`src/hw/rtl/gpd_pkg.sv`:
```
`timescale 1ns / 1ps
// ----------------------------------------------------------------------------
// gpd_pkg: shared types and constants of the gait phase detector
// Phase encoding, threshold bundle, per-leg flags and the phase transition
// function used by the phase update logic.
// ----------------------------------------------------------------------------
package gpd_pkg;

  localparam int LoadW  = 16;
  localparam int PosW   = 16;
  localparam int LevelW = 16;
  localparam int SpanW  = 15;
  localparam int FracW  = 14;
  localparam int ProdW  = SpanW + 1 + LevelW;
  localparam int ThrW   = ProdW - FracW;
  localparam int CodeW  = 3;
  localparam int CfgAddrW = 3;
  localparam int CfgDataW = 16;
  localparam int InDataW  = 2 * LoadW + 2 * PosW;
  localparam int OutDataW = 8;

  // register indexes of the configuration port
  localparam logic [CfgAddrW-1:0] RegStanceLoad = 3'd0;
  localparam logic [CfgAddrW-1:0] RegSwingLoad  = 3'd1;
  localparam logic [CfgAddrW-1:0] RegLanding    = 3'd2;
  localparam logic [CfgAddrW-1:0] RegLateStance = 3'd3;
  localparam logic [CfgAddrW-1:0] RegLiftoff    = 3'd4;
  localparam logic [CfgAddrW-1:0] RegLegSpan    = 3'd5;

  // register defaults
  localparam int RstStanceLoad  = 1638;
  localparam int RstSwingLoad   = 1638;
  localparam int RstLanding     = 0;
  localparam int RstLateStance  = 0;
  localparam int RstLiftoff     = -16384;
  localparam int RstLegSpan     = 9000;
  localparam int RstLandingThr  = (RstLegSpan * RstLanding) >>> FracW;
  localparam int RstLateThr     = (RstLegSpan * RstLateStance) >>> FracW;
  localparam int RstLiftoffThr  = (RstLegSpan * RstLiftoff) >>> FracW;

  // external phase codes
  localparam logic [CodeW-1:0] CodeUnknown = 3'd0;
  localparam logic [CodeW-1:0] CodeEarly   = 3'd1;
  localparam logic [CodeW-1:0] CodeLate    = 3'd2;
  localparam logic [CodeW-1:0] CodeLiftoff = 3'd3;
  localparam logic [CodeW-1:0] CodeSwing   = 3'd4;
  localparam logic [CodeW-1:0] CodeLanding = 3'd5;

  typedef enum logic [5:0] {
    PhUnknown = 6'b000001,
    PhEarly   = 6'b000010,
    PhLate    = 6'b000100,
    PhLiftoff = 6'b001000,
    PhSwing   = 6'b010000,
    PhLanding = 6'b100000
  } phase_e;

  typedef struct packed {
    logic [LoadW-1:0]       stance_load;
    logic [LoadW-1:0]       swing_load;
    logic signed [ThrW-1:0] landing_thr;
    logic signed [ThrW-1:0] late_thr;
    logic signed [ThrW-1:0] liftoff_thr;
  } thr_t;

  typedef struct packed {
    logic                   stance;
    logic                   swing;
    logic                   late;
    logic                   lift;
    logic                   land;
    logic signed [PosW-1:0] pos;
  } leg_flags_t;

  function automatic leg_flags_t eval_leg(input logic [LoadW-1:0] load,
                                          input logic signed [PosW-1:0] pos,
                                          input thr_t thr);
    leg_flags_t f;
    logic signed [ThrW-1:0] pos_x;
    pos_x    = ThrW'(pos);
    f.pos    = pos;
    f.stance = load > thr.stance_load;
    f.swing  = load <= thr.swing_load;
    f.late   = pos_x < thr.late_thr;
    f.lift   = pos_x < thr.liftoff_thr;
    f.land   = pos_x > thr.landing_thr;
    return f;
  endfunction

  function automatic phase_e next_phase(input phase_e cur, input leg_flags_t me,
                                        input leg_flags_t other);
    logic   behind;
    phase_e nxt;
    behind = other.stance && (me.pos < other.pos);
    nxt    = cur;
    unique case (cur)
      PhEarly: begin
        if (behind) nxt = PhLiftoff;
        else if (me.late) nxt = PhLate;
      end
      PhLate: begin
        if (behind || me.lift) nxt = PhLiftoff;
      end
      PhLiftoff: begin
        if (me.swing) nxt = PhSwing;
      end
      PhSwing: begin
        if (me.stance && (me.pos > other.pos)) nxt = PhEarly;
        else if (!me.stance && me.land) nxt = PhLanding;
      end
      PhLanding: begin
        if (me.stance) nxt = PhEarly;
      end
      default: begin
        if (me.stance) begin
          if (behind) nxt = PhLiftoff;
          else if (me.late) nxt = PhLate;
          else nxt = PhEarly;
        end else begin
          nxt = me.land ? PhLanding : PhSwing;
        end
      end
    endcase
    return nxt;
  endfunction

  function automatic logic [CodeW-1:0] phase_code(input phase_e ph);
    logic [CodeW-1:0] c;
    unique case (ph)
      PhEarly:   c = CodeEarly;
      PhLate:    c = CodeLate;
      PhLiftoff: c = CodeLiftoff;
      PhSwing:   c = CodeSwing;
      PhLanding: c = CodeLanding;
      default:   c = CodeUnknown;
    endcase
    return c;
  endfunction

endpackage

```
`src/hw/rtl/gait_phase_detector_top.sv`:
```
`timescale 1ns / 1ps
// ----------------------------------------------------------------------------
// gait_phase_detector_top: two-leg gait phase detector
//
//   channel   dir  handshake          payload
//   s_axis    in   tvalid / tready    load_left, load_right, pos_left, pos_right
//   m_axis    out  tvalid / tready    phase_left, phase_right, changed_*
//   cfg       in   cfg_we_i           cfg_addr_i, cfg_wdata_i
//
// An item waits in the input register, the phase logic runs from there into
// the result register: one item per cycle while the result is not stalled.
// The phase state commits as the item moves into the result register.
// A stalled result holds; the input register still takes an item while empty.
// Reset returns both legs to unknown and the configuration registers to defaults.
// ----------------------------------------------------------------------------
module gait_phase_detector_top (
  input  logic                              clk_i,
  input  logic                              rst_ni,
  input  logic                              s_axis_tvalid,
  output logic                              s_axis_tready,
  // load_left[15:0], load_right[31:16], pos_left[47:32], pos_right[63:48]
  input  logic [gpd_pkg::InDataW-1:0]       s_axis_tdata,
  output logic                              m_axis_tvalid,
  input  logic                              m_axis_tready,
  // phase_left[2:0], phase_right[5:3], changed_left[6], changed_right[7]
  output logic [gpd_pkg::OutDataW-1:0]      m_axis_tdata,
  input  logic                              cfg_we_i,
  input  logic [gpd_pkg::CfgAddrW-1:0]      cfg_addr_i,
  input  logic [gpd_pkg::CfgDataW-1:0]      cfg_wdata_i
);

  logic                           in_v_q, out_v_q, adv, take;
  logic [gpd_pkg::InDataW-1:0]    in_q;
  logic [gpd_pkg::OutDataW-1:0]   res, out_q;
  gpd_pkg::thr_t                  thr;

  gpd_cfg u_cfg (
    .clk_i       (clk_i),
    .rst_ni      (rst_ni),
    .cfg_we_i    (cfg_we_i),
    .cfg_addr_i  (cfg_addr_i),
    .cfg_wdata_i (cfg_wdata_i),
    .thr_o       (thr)
  );

  gpd_phase u_phase (
    .clk_i    (clk_i),
    .rst_ni   (rst_ni),
    .adv_i    (adv),
    .sample_i (in_q),
    .thr_i    (thr),
    .result_o (res)
  );

  // advance when the result register is empty or being drained
  assign adv           = in_v_q && (!out_v_q || m_axis_tready);
  assign s_axis_tready = !in_v_q || adv;
  assign take          = s_axis_tvalid && s_axis_tready;

  always_ff @(posedge clk_i or negedge rst_ni) begin
    if (!rst_ni) begin
      in_v_q  <= 1'b0;
      out_v_q <= 1'b0;
    end else begin
      if (take) in_v_q <= 1'b1;
      else if (adv) in_v_q <= 1'b0;
      if (adv) out_v_q <= 1'b1;
      else if (m_axis_tready) out_v_q <= 1'b0;
    end
  end

  always_ff @(posedge clk_i) begin
    if (take) in_q <= s_axis_tdata;
    if (adv) out_q <= res;
  end

  assign m_axis_tvalid = out_v_q;
  assign m_axis_tdata  = out_q;

endmodule

```
`src/hw/rtl/gpd_cfg.sv`:
```
`timescale 1ns / 1ps
// ----------------------------------------------------------------------------
// gpd_cfg: configuration registers and position thresholds
// Holds the six registers and keeps leg length times each position level,
// floored to whole 0.1 mm, in registers of their own.
// ----------------------------------------------------------------------------
module gpd_cfg (
  input  logic                          clk_i,
  input  logic                          rst_ni,
  input  logic                          cfg_we_i,
  input  logic [gpd_pkg::CfgAddrW-1:0]  cfg_addr_i,
  input  logic [gpd_pkg::CfgDataW-1:0]  cfg_wdata_i,
  output gpd_pkg::thr_t                 thr_o
);

  logic [gpd_pkg::LoadW-1:0]         stance_q, swing_q;
  logic signed [gpd_pkg::LevelW-1:0] landing_q, late_q, liftoff_q;
  logic [gpd_pkg::SpanW-1:0]         span_q;
  logic signed [gpd_pkg::ProdW-1:0]  landing_p, late_p, liftoff_p;
  logic signed [gpd_pkg::SpanW:0]    span_s;
  gpd_pkg::thr_t                     thr_q, thr_d;

  always_ff @(posedge clk_i or negedge rst_ni) begin
    if (!rst_ni) begin
      stance_q  <= gpd_pkg::LoadW'(gpd_pkg::RstStanceLoad);
      swing_q   <= gpd_pkg::LoadW'(gpd_pkg::RstSwingLoad);
      landing_q <= gpd_pkg::LevelW'(gpd_pkg::RstLanding);
      late_q    <= gpd_pkg::LevelW'(gpd_pkg::RstLateStance);
      liftoff_q <= gpd_pkg::LevelW'(gpd_pkg::RstLiftoff);
      span_q    <= gpd_pkg::SpanW'(gpd_pkg::RstLegSpan);
    end else if (cfg_we_i) begin
      unique case (cfg_addr_i)
        gpd_pkg::RegStanceLoad: stance_q  <= cfg_wdata_i;
        gpd_pkg::RegSwingLoad:  swing_q   <= cfg_wdata_i;
        gpd_pkg::RegLanding:    landing_q <= cfg_wdata_i;
        gpd_pkg::RegLateStance: late_q    <= cfg_wdata_i;
        gpd_pkg::RegLiftoff:    liftoff_q <= cfg_wdata_i;
        gpd_pkg::RegLegSpan:    span_q    <= cfg_wdata_i[gpd_pkg::SpanW-1:0];
        default: ;
      endcase
    end
  end

  assign span_s    = {1'b0, span_q};
  assign landing_p = span_s * landing_q;
  assign late_p    = span_s * late_q;
  assign liftoff_p = span_s * liftoff_q;

  // arithmetic shift floors toward minus infinity
  always_comb begin
    thr_d.stance_load = stance_q;
    thr_d.swing_load  = swing_q;
    thr_d.landing_thr = gpd_pkg::ThrW'(landing_p >>> gpd_pkg::FracW);
    thr_d.late_thr    = gpd_pkg::ThrW'(late_p >>> gpd_pkg::FracW);
    thr_d.liftoff_thr = gpd_pkg::ThrW'(liftoff_p >>> gpd_pkg::FracW);
  end

  always_ff @(posedge clk_i or negedge rst_ni) begin
    if (!rst_ni) begin
      thr_q.stance_load <= gpd_pkg::LoadW'(gpd_pkg::RstStanceLoad);
      thr_q.swing_load  <= gpd_pkg::LoadW'(gpd_pkg::RstSwingLoad);
      thr_q.landing_thr <= gpd_pkg::ThrW'(gpd_pkg::RstLandingThr);
      thr_q.late_thr    <= gpd_pkg::ThrW'(gpd_pkg::RstLateThr);
      thr_q.liftoff_thr <= gpd_pkg::ThrW'(gpd_pkg::RstLiftoffThr);
    end else begin
      thr_q <= thr_d;
    end
  end

  assign thr_o = thr_q;

endmodule

```
`src/hw/rtl/gpd_phase.sv`:
```
`timescale 1ns / 1ps
// ----------------------------------------------------------------------------
// gpd_phase: per-leg phase state and transition logic
// Evaluates both legs from one sample and the phases held before it, and
// commits the new phases when the item advances.
// ----------------------------------------------------------------------------
module gpd_phase (
  input  logic                              clk_i,
  input  logic                              rst_ni,
  input  logic                              adv_i,
  input  logic [gpd_pkg::InDataW-1:0]       sample_i,
  input  gpd_pkg::thr_t                     thr_i,
  output logic [gpd_pkg::OutDataW-1:0]      result_o
);

  gpd_pkg::phase_e     left_q, right_q, left_d, right_d;
  gpd_pkg::leg_flags_t fl, fr;
  logic [gpd_pkg::LoadW-1:0] load_l, load_r;
  logic signed [gpd_pkg::PosW-1:0] pos_l, pos_r;

  assign load_l = sample_i[15:0];
  assign load_r = sample_i[31:16];
  assign pos_l  = sample_i[47:32];
  assign pos_r  = sample_i[63:48];

  always_comb begin
    fl      = gpd_pkg::eval_leg(load_l, pos_l, thr_i);
    fr      = gpd_pkg::eval_leg(load_r, pos_r, thr_i);
    left_d  = gpd_pkg::next_phase(left_q, fl, fr);
    right_d = gpd_pkg::next_phase(right_q, fr, fl);
  end

  always_ff @(posedge clk_i or negedge rst_ni) begin
    if (!rst_ni) begin
      left_q  <= gpd_pkg::PhUnknown;
      right_q <= gpd_pkg::PhUnknown;
    end else if (adv_i) begin
      left_q  <= left_d;
      right_q <= right_d;
    end
  end

  assign result_o = {right_d != right_q, left_d != left_q,
                     gpd_pkg::phase_code(right_d), gpd_pkg::phase_code(left_d)};

endmodule

```
`config.mk`:
```
export PLATFORM = sky130hd
export DESIGN_NAME = gait_phase_detector_top
export DESIGN_NICKNAME = d
export VERILOG_FILES = /design/src/hw/rtl/gpd_pkg.sv /design/src/hw/rtl/gait_phase_detector_top.sv /design/src/hw/rtl/gpd_cfg.sv /design/src/hw/rtl/gpd_phase.sv
export SDC_FILE = /design/constraint.sdc
export NUM_CORES = 2
export LEC_CHECK = 0
export BUFFER_PORTS_ARGS = -buffer_cell sky130_fd_sc_hd__buf_2
export CAP_MARGIN = 20
export CORE_MARGIN = 2
export CORE_UTILIZATION = 56
export CTS_BUF_LIST = sky130_fd_sc_hd__clkbuf_4 sky130_fd_sc_hd__clkbuf_8 sky130_fd_sc_hd__clkbuf_16
export DETAILED_ROUTE_END_ITERATION = 8
export MAX_ROUTING_LAYER = met4
export PLACE_DENSITY = 0.82
export SYNTH_ARGS = -nofsm -noshare
export SYNTH_HDL_FRONTEND = slang
export SYNTH_SLANG_ARGS = --single-unit
```
`constraint.sdc`:
```
create_clock -name clk_i -period 8.25 [get_ports clk_i]
set_input_delay 0.825 -clock clk_i [delete_from_list [all_inputs] [get_ports clk_i]]
set_output_delay 0.825 -clock clk_i [all_outputs]
set_load 0.01 [all_outputs]
```
# Word-level counts from Yosys, hierarchy flattened
# Cells that the tools add are included.
# W data, S select, Z words.
[classes] multipliers=3 n_lt_le_gt_ge=14 n_eq_ne=27 n_mux=30 n_reduce_logical=25
[ops] op="$mux W6" n=20
[ops] op="$mul A16 B16 Y32" n=3
[ops] op="$lt A16 B18 Y1" n=4
[ops] op="$gt A16 B16 Y1" n=4
[ops] op="$pmux W6 S5" n=2
[ops] op="$gt A16 B18 Y1" n=2
[ops] op="$le A16 B16 Y1" n=2
[ops] op="$lt A16 B16 Y1" n=2
[ops] op="$pmux W3 S5" n=2
[ops] op="$eq A6 B2 Y1 const B" n=4
[ops] op="$eq A6 B3 Y1 const B" n=4
[ops] op="$eq A6 B4 Y1 const B" n=4
[ops] op="$eq A6 B5 Y1 const B" n=4
[ops] op="$eq A6 B6 Y1 const B" n=4
[ops] op="$ne A6 B6 Y1" n=2
[ops] op="$reduce_and A2 Y1" n=6
[ops] op="$logic_and A1 B1 Y1" n=8
[ops] op="$eq A3 B2 Y1 const B" n=2
[ops] op="$eq A3 B3 Y1 const B" n=2
[ops] op="$mux W3" n=2
[ops] op="$logic_not A1 Y1" n=4
[ops] op="$logic_or A1 B1 Y1" n=4
[ops] op="$mux W1" n=4
[ops] op="$reduce_bool A2 Y1" n=2
[ops] op="other kinds (2)" n=2
[word_totals] register_bits=267 out_inout_bits=10

# Longest topological paths before layout
[depth] word_depth=8 ltp_mapped=25 ltp_nobuf=23

# By module
# From an unflattened synthesis, not the netlist that was laid out.
[hier_totals] hier_cells=3809 hier_area_um2=37348.3
[modules_own_cells] module="gpd_cfg" instances=1 cells_each=3023 area_each_um2=29679.7 seq_area_each_um2=4581.9
[modules_own_cells] module="gpd_phase" instances=1 cells_each=706 area_each_um2=5402.7 seq_area_each_um2=302.8
[modules_own_cells] module="gait_phase_detector_top" instances=1 cells_each=80 area_each_um2=2265.9 seq_area_each_um2=2212.1

# Worst setup path before layout
# No wires, ideal clock.
[synth_timing] path_type="register to register" start="reg u_cfg.span_q[8] (netlist name)" end="reg u_cfg.thr_q, in the netlist u_cfg.thr_o[45]" setup_time_ns=0.126 arrival_time_ns=6.116 required_time_ns=8.124 setup_slack_ns=2.008 path_stages_with_launch=23 path_buffers=2 path_cell_list="dfstp_2 > clkbuf_1 > clkbuf_1 > nand2_1 > fa_1 > inv_1 > fa_1 > fa_1 > fa_1 > fa_1 > inv_1 > fa_1 > inv_1 > ha_1 > a211o_1 > or3b_1 > o32ai_1 > nor2_1 > and2_1 > o21a_1 > o21a_1 > o21ai_0 > a21oi_1"
[synth_between] elab_chain_len=1
[synth_rtl] element="start, declared" line_no="gpd_cfg.sv:18" text="logic [gpd_pkg::SpanW-1:0] span_q;"
[synth_rtl] element="start signal, assigned" line_no="gpd_cfg.sv:30" text="span_q <= gpd_pkg::SpanW'(gpd_pkg::RstLegSpan);"
[synth_rtl] element="start signal, assigned" line_no="gpd_cfg.sv:38" text="gpd_pkg::RegLegSpan: span_q <= cfg_wdata_i[gpd_pkg::SpanW-1:0];"
[synth_rtl] element="$mul A16 B16 Y32" line_no="gpd_cfg.sv:45" text="assign landing_p = span_s * landing_q;"
[synth_rtl] element="via u_cfg.landing_p (one bit)" line_no="gpd_cfg.sv:19" text="logic signed [gpd_pkg::ProdW-1:0] landing_p, late_p, liftoff_p;"
[synth_rtl] element="end signal, assigned" line_no="gpd_cfg.sv:66" text="thr_q <= thr_d;"
[synth_rtl] element="end, declared" line_no="gpd_cfg.sv:21" text="gpd_pkg::thr_t thr_q, thr_d;"
# The timed path passes the listed nets, and every way through them passes these cells.
# A chain may end at the register's enable or synchronous reset.

# Worst setup path after layout
[layout_timing] start="reg u_cfg.span_q[12] (netlist name)" end="reg u_cfg.thr_q, in the netlist u_cfg.thr_o[35]"
[layout_between] elab_chain_len=1
[layout_rtl] element="$mul A16 B16 Y32" line_no="gpd_cfg.sv:46" text="assign late_p = span_s * late_q;"
[layout_rtl] element="via u_cfg.late_p (one bit)" line_no="gpd_cfg.sv:19"
# The timed path passes the listed nets, and every way through them passes these cells.

==> impl_metrics.py <==
metrics = {
    "synthesis": {
        "synth_cells": 3718,
        "synthDistinctLibCells": 72,
        "synthMuxAreaShare_pct": 3.16,
        "synthAdderAreaFrac_pct": 47.6,
        "synth_top_area_cell": "fa_1",
        "syn-num-nets": 4881,
        "synthArstFlopShare_pct": 73.0,
        "synth_xor_area_share_pct": 1.22,
        "synth_area_um2": 36800,
        "ys_seq_area_share_pct": 19.3,
        "ys_top_cells_by_count": "inv_1 (783), ha_1 (538), fa_1 (537), nand2_1 (384), and2_1 (336)",
        "synth_most_common_cell": "inv_1",
        "synth_area_leaders": "fa_1 (29%), ha_1 (18%), dfrtp_1 (10%)",
        "synth_seq_cells": 267,
        "syn_area_per_cell_um2": 9.89,
        "synth_edf_count": 72,
        "ys.flop_type": "dfrtp_1",
        "synth_compound_area_share_pct": 5.34,
        "yosys_warnings": 0,
        "synth_top_family_by_area": "adder cells",
        "synthSimpleGateAreaFrac_pct": 14.1,
        "synth_top_area_share_pct": 29.2,
    },
    "cts": {
        "ctsLongestPathBuffers": 3,
        "root_buffer": "clkbuf_16",
        "clk_pin_slew_worst_paths_ns": 0.06,
        "cts-htree-levels": 2,
        "cts_tree": "done",
        "cts_resized": 0,
        "cts_made_buffers": 34,
        "clk_latency_ns": 0.56,
        "hold_buffers": 0,
        "cts.sinks": 267,
        "cts_setup_buffers": 0,
    },
    "routing": {
        "wire_per_inst_um": 18.3,
        "met1_length_um": 33700,
        "dr_wl_met2_um": 42100,
        "vias_per_cell": 5.56,
        "wl_um": 84900,
        "first_iter_violations": 1749,
        "drt_pass1_iterations": 5,
        "top_layer": "met4",
        "drtAntennaViolNets": 0,
        "remaining_drc_errors": 0,
        "vias": 25800,
        "wl_met3_um": 5570,
    },
    "global_routing": {
        "grt_pass1_vias": 28100,
        "grt_use_total_pct": 27.0,
        "grt_max_degree": 72,
        "grt_overflow": 0,
        "antenna_found_initial": 1,
        "grt_pass1_wl_um": 140000,
    },
    "place": {
        "portBuffers": 97,
        "dp_cells": 4573,
        "hpwlAfterDp_um": 67900,
        "finalWeightedCongestion": 0.943,
    },
    "min_path": {
        "hp-class": "in2async",
    },
    "status": {
        "status": "completed",
    },
    "sta": {
        "slew_headroom_pct": 23.8,
        "hold_viol": 0,
        "fin_setup_tns_ns": 0,
        "fmax_ghz": 0.143,
        "rsz0062_at_grt": "false",
        "fin_skew_ns": 0.0302,
        "tightest_slew_ns": 1.13,
        "finalCriticalPeriod_ns": 7.02,
        "finalSetupViolCount": 0,
        "final_max_slew_viol_count": 0,
        "fin_crit_sh_pct": 85.0,
    },
    "worst_setup_path": {
        "startpoint_type": "flip-flop",
        "cp.arrival_ns": 7.44,
        "worstPathRequired_ns": 8.68,
        "cp_max_fo": 27,
        "rr_endpoint": "u_cfg.thr_o[35]$_DFF_PN0_",
        "r2r-start": "u_cfg.span_q[12]$_DFFE_PN0P_",
        "r2r_slack_ns": 1.23,
        "r2r_cells": 19,
        "end_kind": "flip-flop",
        "worstSetupPathType": "reg2reg",
    },
    "floorplanning": {
        "fp.coreArea_um2": 64700,
        "die_x_um": 260,
        "rows": 93,
        "die_height_um": 260,
        "die-area_um2": 67700,
        "initial_core_util_pct": 56.8,
        "ios": 98,
    },
    "final_layout": {
        "fillers": 5124,
        "final_cells": 4636,
        "nNetsFinal": 4917,
        "drive_above_1_share_pct": 9.55,
        "syn_to_final_growth_pct": 7.10,
    },
    "flow_run": {
        "cap_violations": 0,
    },
}
area by class of cell:
type                    count  area, um^2  share of cell area [%]
diodes                      2        5.00                  0.0127
clock buffers              50        1060                    2.70
clock inverters            11         168                   0.426
inverters                 784        2940                    7.48
multi-input cells        2534       26300                    66.7
flip-flops and latches    267        7100                    18.0
well taps                 855        1070                    2.72
repair buffers            133         772                    1.96
stage by stage:
step	hold slack, ns	utilization (%)	setup WS, ns	cell area (um^2)
after floorplan	0.350	-	2.01	36800
after global placement	0.354	58.9	1.47	38100
after detailed placement	0.356	58.9	1.27	38100
after CTS	0.242	60.8	1.26	39400
after global routing	0.271	60.8	0.936	39400
final	0.240	60.8	1.23	39400
flip-flops by register name, summed over array words and instances (netlist names), 15 cells and up:
| signal | cells |
|---|---|
| in_q | 64 |
| u_cfg.landing_q | 16 |
| u_cfg.late_q | 16 |
| u_cfg.liftoff_q | 16 |
| u_cfg.span_q | 15 |
| u_cfg.stance_q | 16 |
| u_cfg.swing_q | 16 |
| u_cfg.thr_o | 86 |
worst max-delay path by stage:
stage,start,end,cells past startpoint
after floorplan,u_cfg.span_q[8]$_DFFE_PN1P_,u_cfg.thr_o[45]$_DFF_PN0_,22
after global placement,u_cfg.span_q[9]$_DFFE_PN1P_,u_cfg.thr_o[35]$_DFF_PN0_,22
after detailed placement,u_cfg.span_q[9]$_DFFE_PN1P_,u_cfg.thr_o[35]$_DFF_PN0_,22
after CTS,u_cfg.span_q[9]$_DFFE_PN1P_,u_cfg.thr_o[35]$_DFF_PN0_,22
after global routing,u_cfg.span_q[9]$_DFFE_PN1P_,u_cfg.thr_o[35]$_DFF_PN0_,22
final,u_cfg.span_q[12]$_DFFE_PN0P_,u_cfg.thr_o[35]$_DFF_PN0_,19
placed cells by master, fill, tap and decap left out, types with 8 or more instances in the layout:
master,netlist,layout
xnor2_1,34,34
fa_1,537,537
nand3_1,20,20
and2_1,336,335
o21ai_0,44,44
o21a_1,28,28
ha_1,538,538
and3_1,8,8
buf_2,1,96
nand2b_1,39,39
a21o_1,58,58
mux2_2,101,101
dfstp_2,44,44
or3_1,9,9
dfrtp_1,151,151
buf_4,0,35
edfxtp_1,72,72
clkbuf_16,0,37
nor3_1,32,30
nor2_1,59,59
nand4_1,30,30
xor2_1,17,17
a21oi_1,90,90
nand2_1,384,384
nor2b_1,50,50
inv_1,783,783
critical path: stages, from the launching register on:
cell and delay (ns):
dfrtp_1 1.00, buf_4 0.47, nand2_1 0.15, fa_1 0.56, fa_1 0.52, fa_1 0.52, inv_1 0.06, fa_1 0.55
fa_1 0.42, fa_1 0.45, ha_1 0.33, a21o_1 0.16, a21oi_1 0.17, o211ai_1 0.20, a21oi_1 0.42, a31oi_1 0.19
a21o_1 0.24, a21oi_1 0.23, o21bai_1 0.11, xnor2_1 0.12
cells by family after synthesis:
kind of cell,after synthesis
fa+ha+maj,1075
simple gates,1004
buf+inv,917
compound gates,301
flops,267
mux,103
xor+xnor,51
layer usage:
metal / GRT usage (%) / up-vias
li1: - / 11700
met1: 32.2 / 13000
met2: 45.8 / 857
met3: 4.00 / 245
met4: 11.1 / 0
met5: - / -
Power is not shown: default switching activity piles up to over one toggle a cycle in this logic, so the estimate is an artifact.
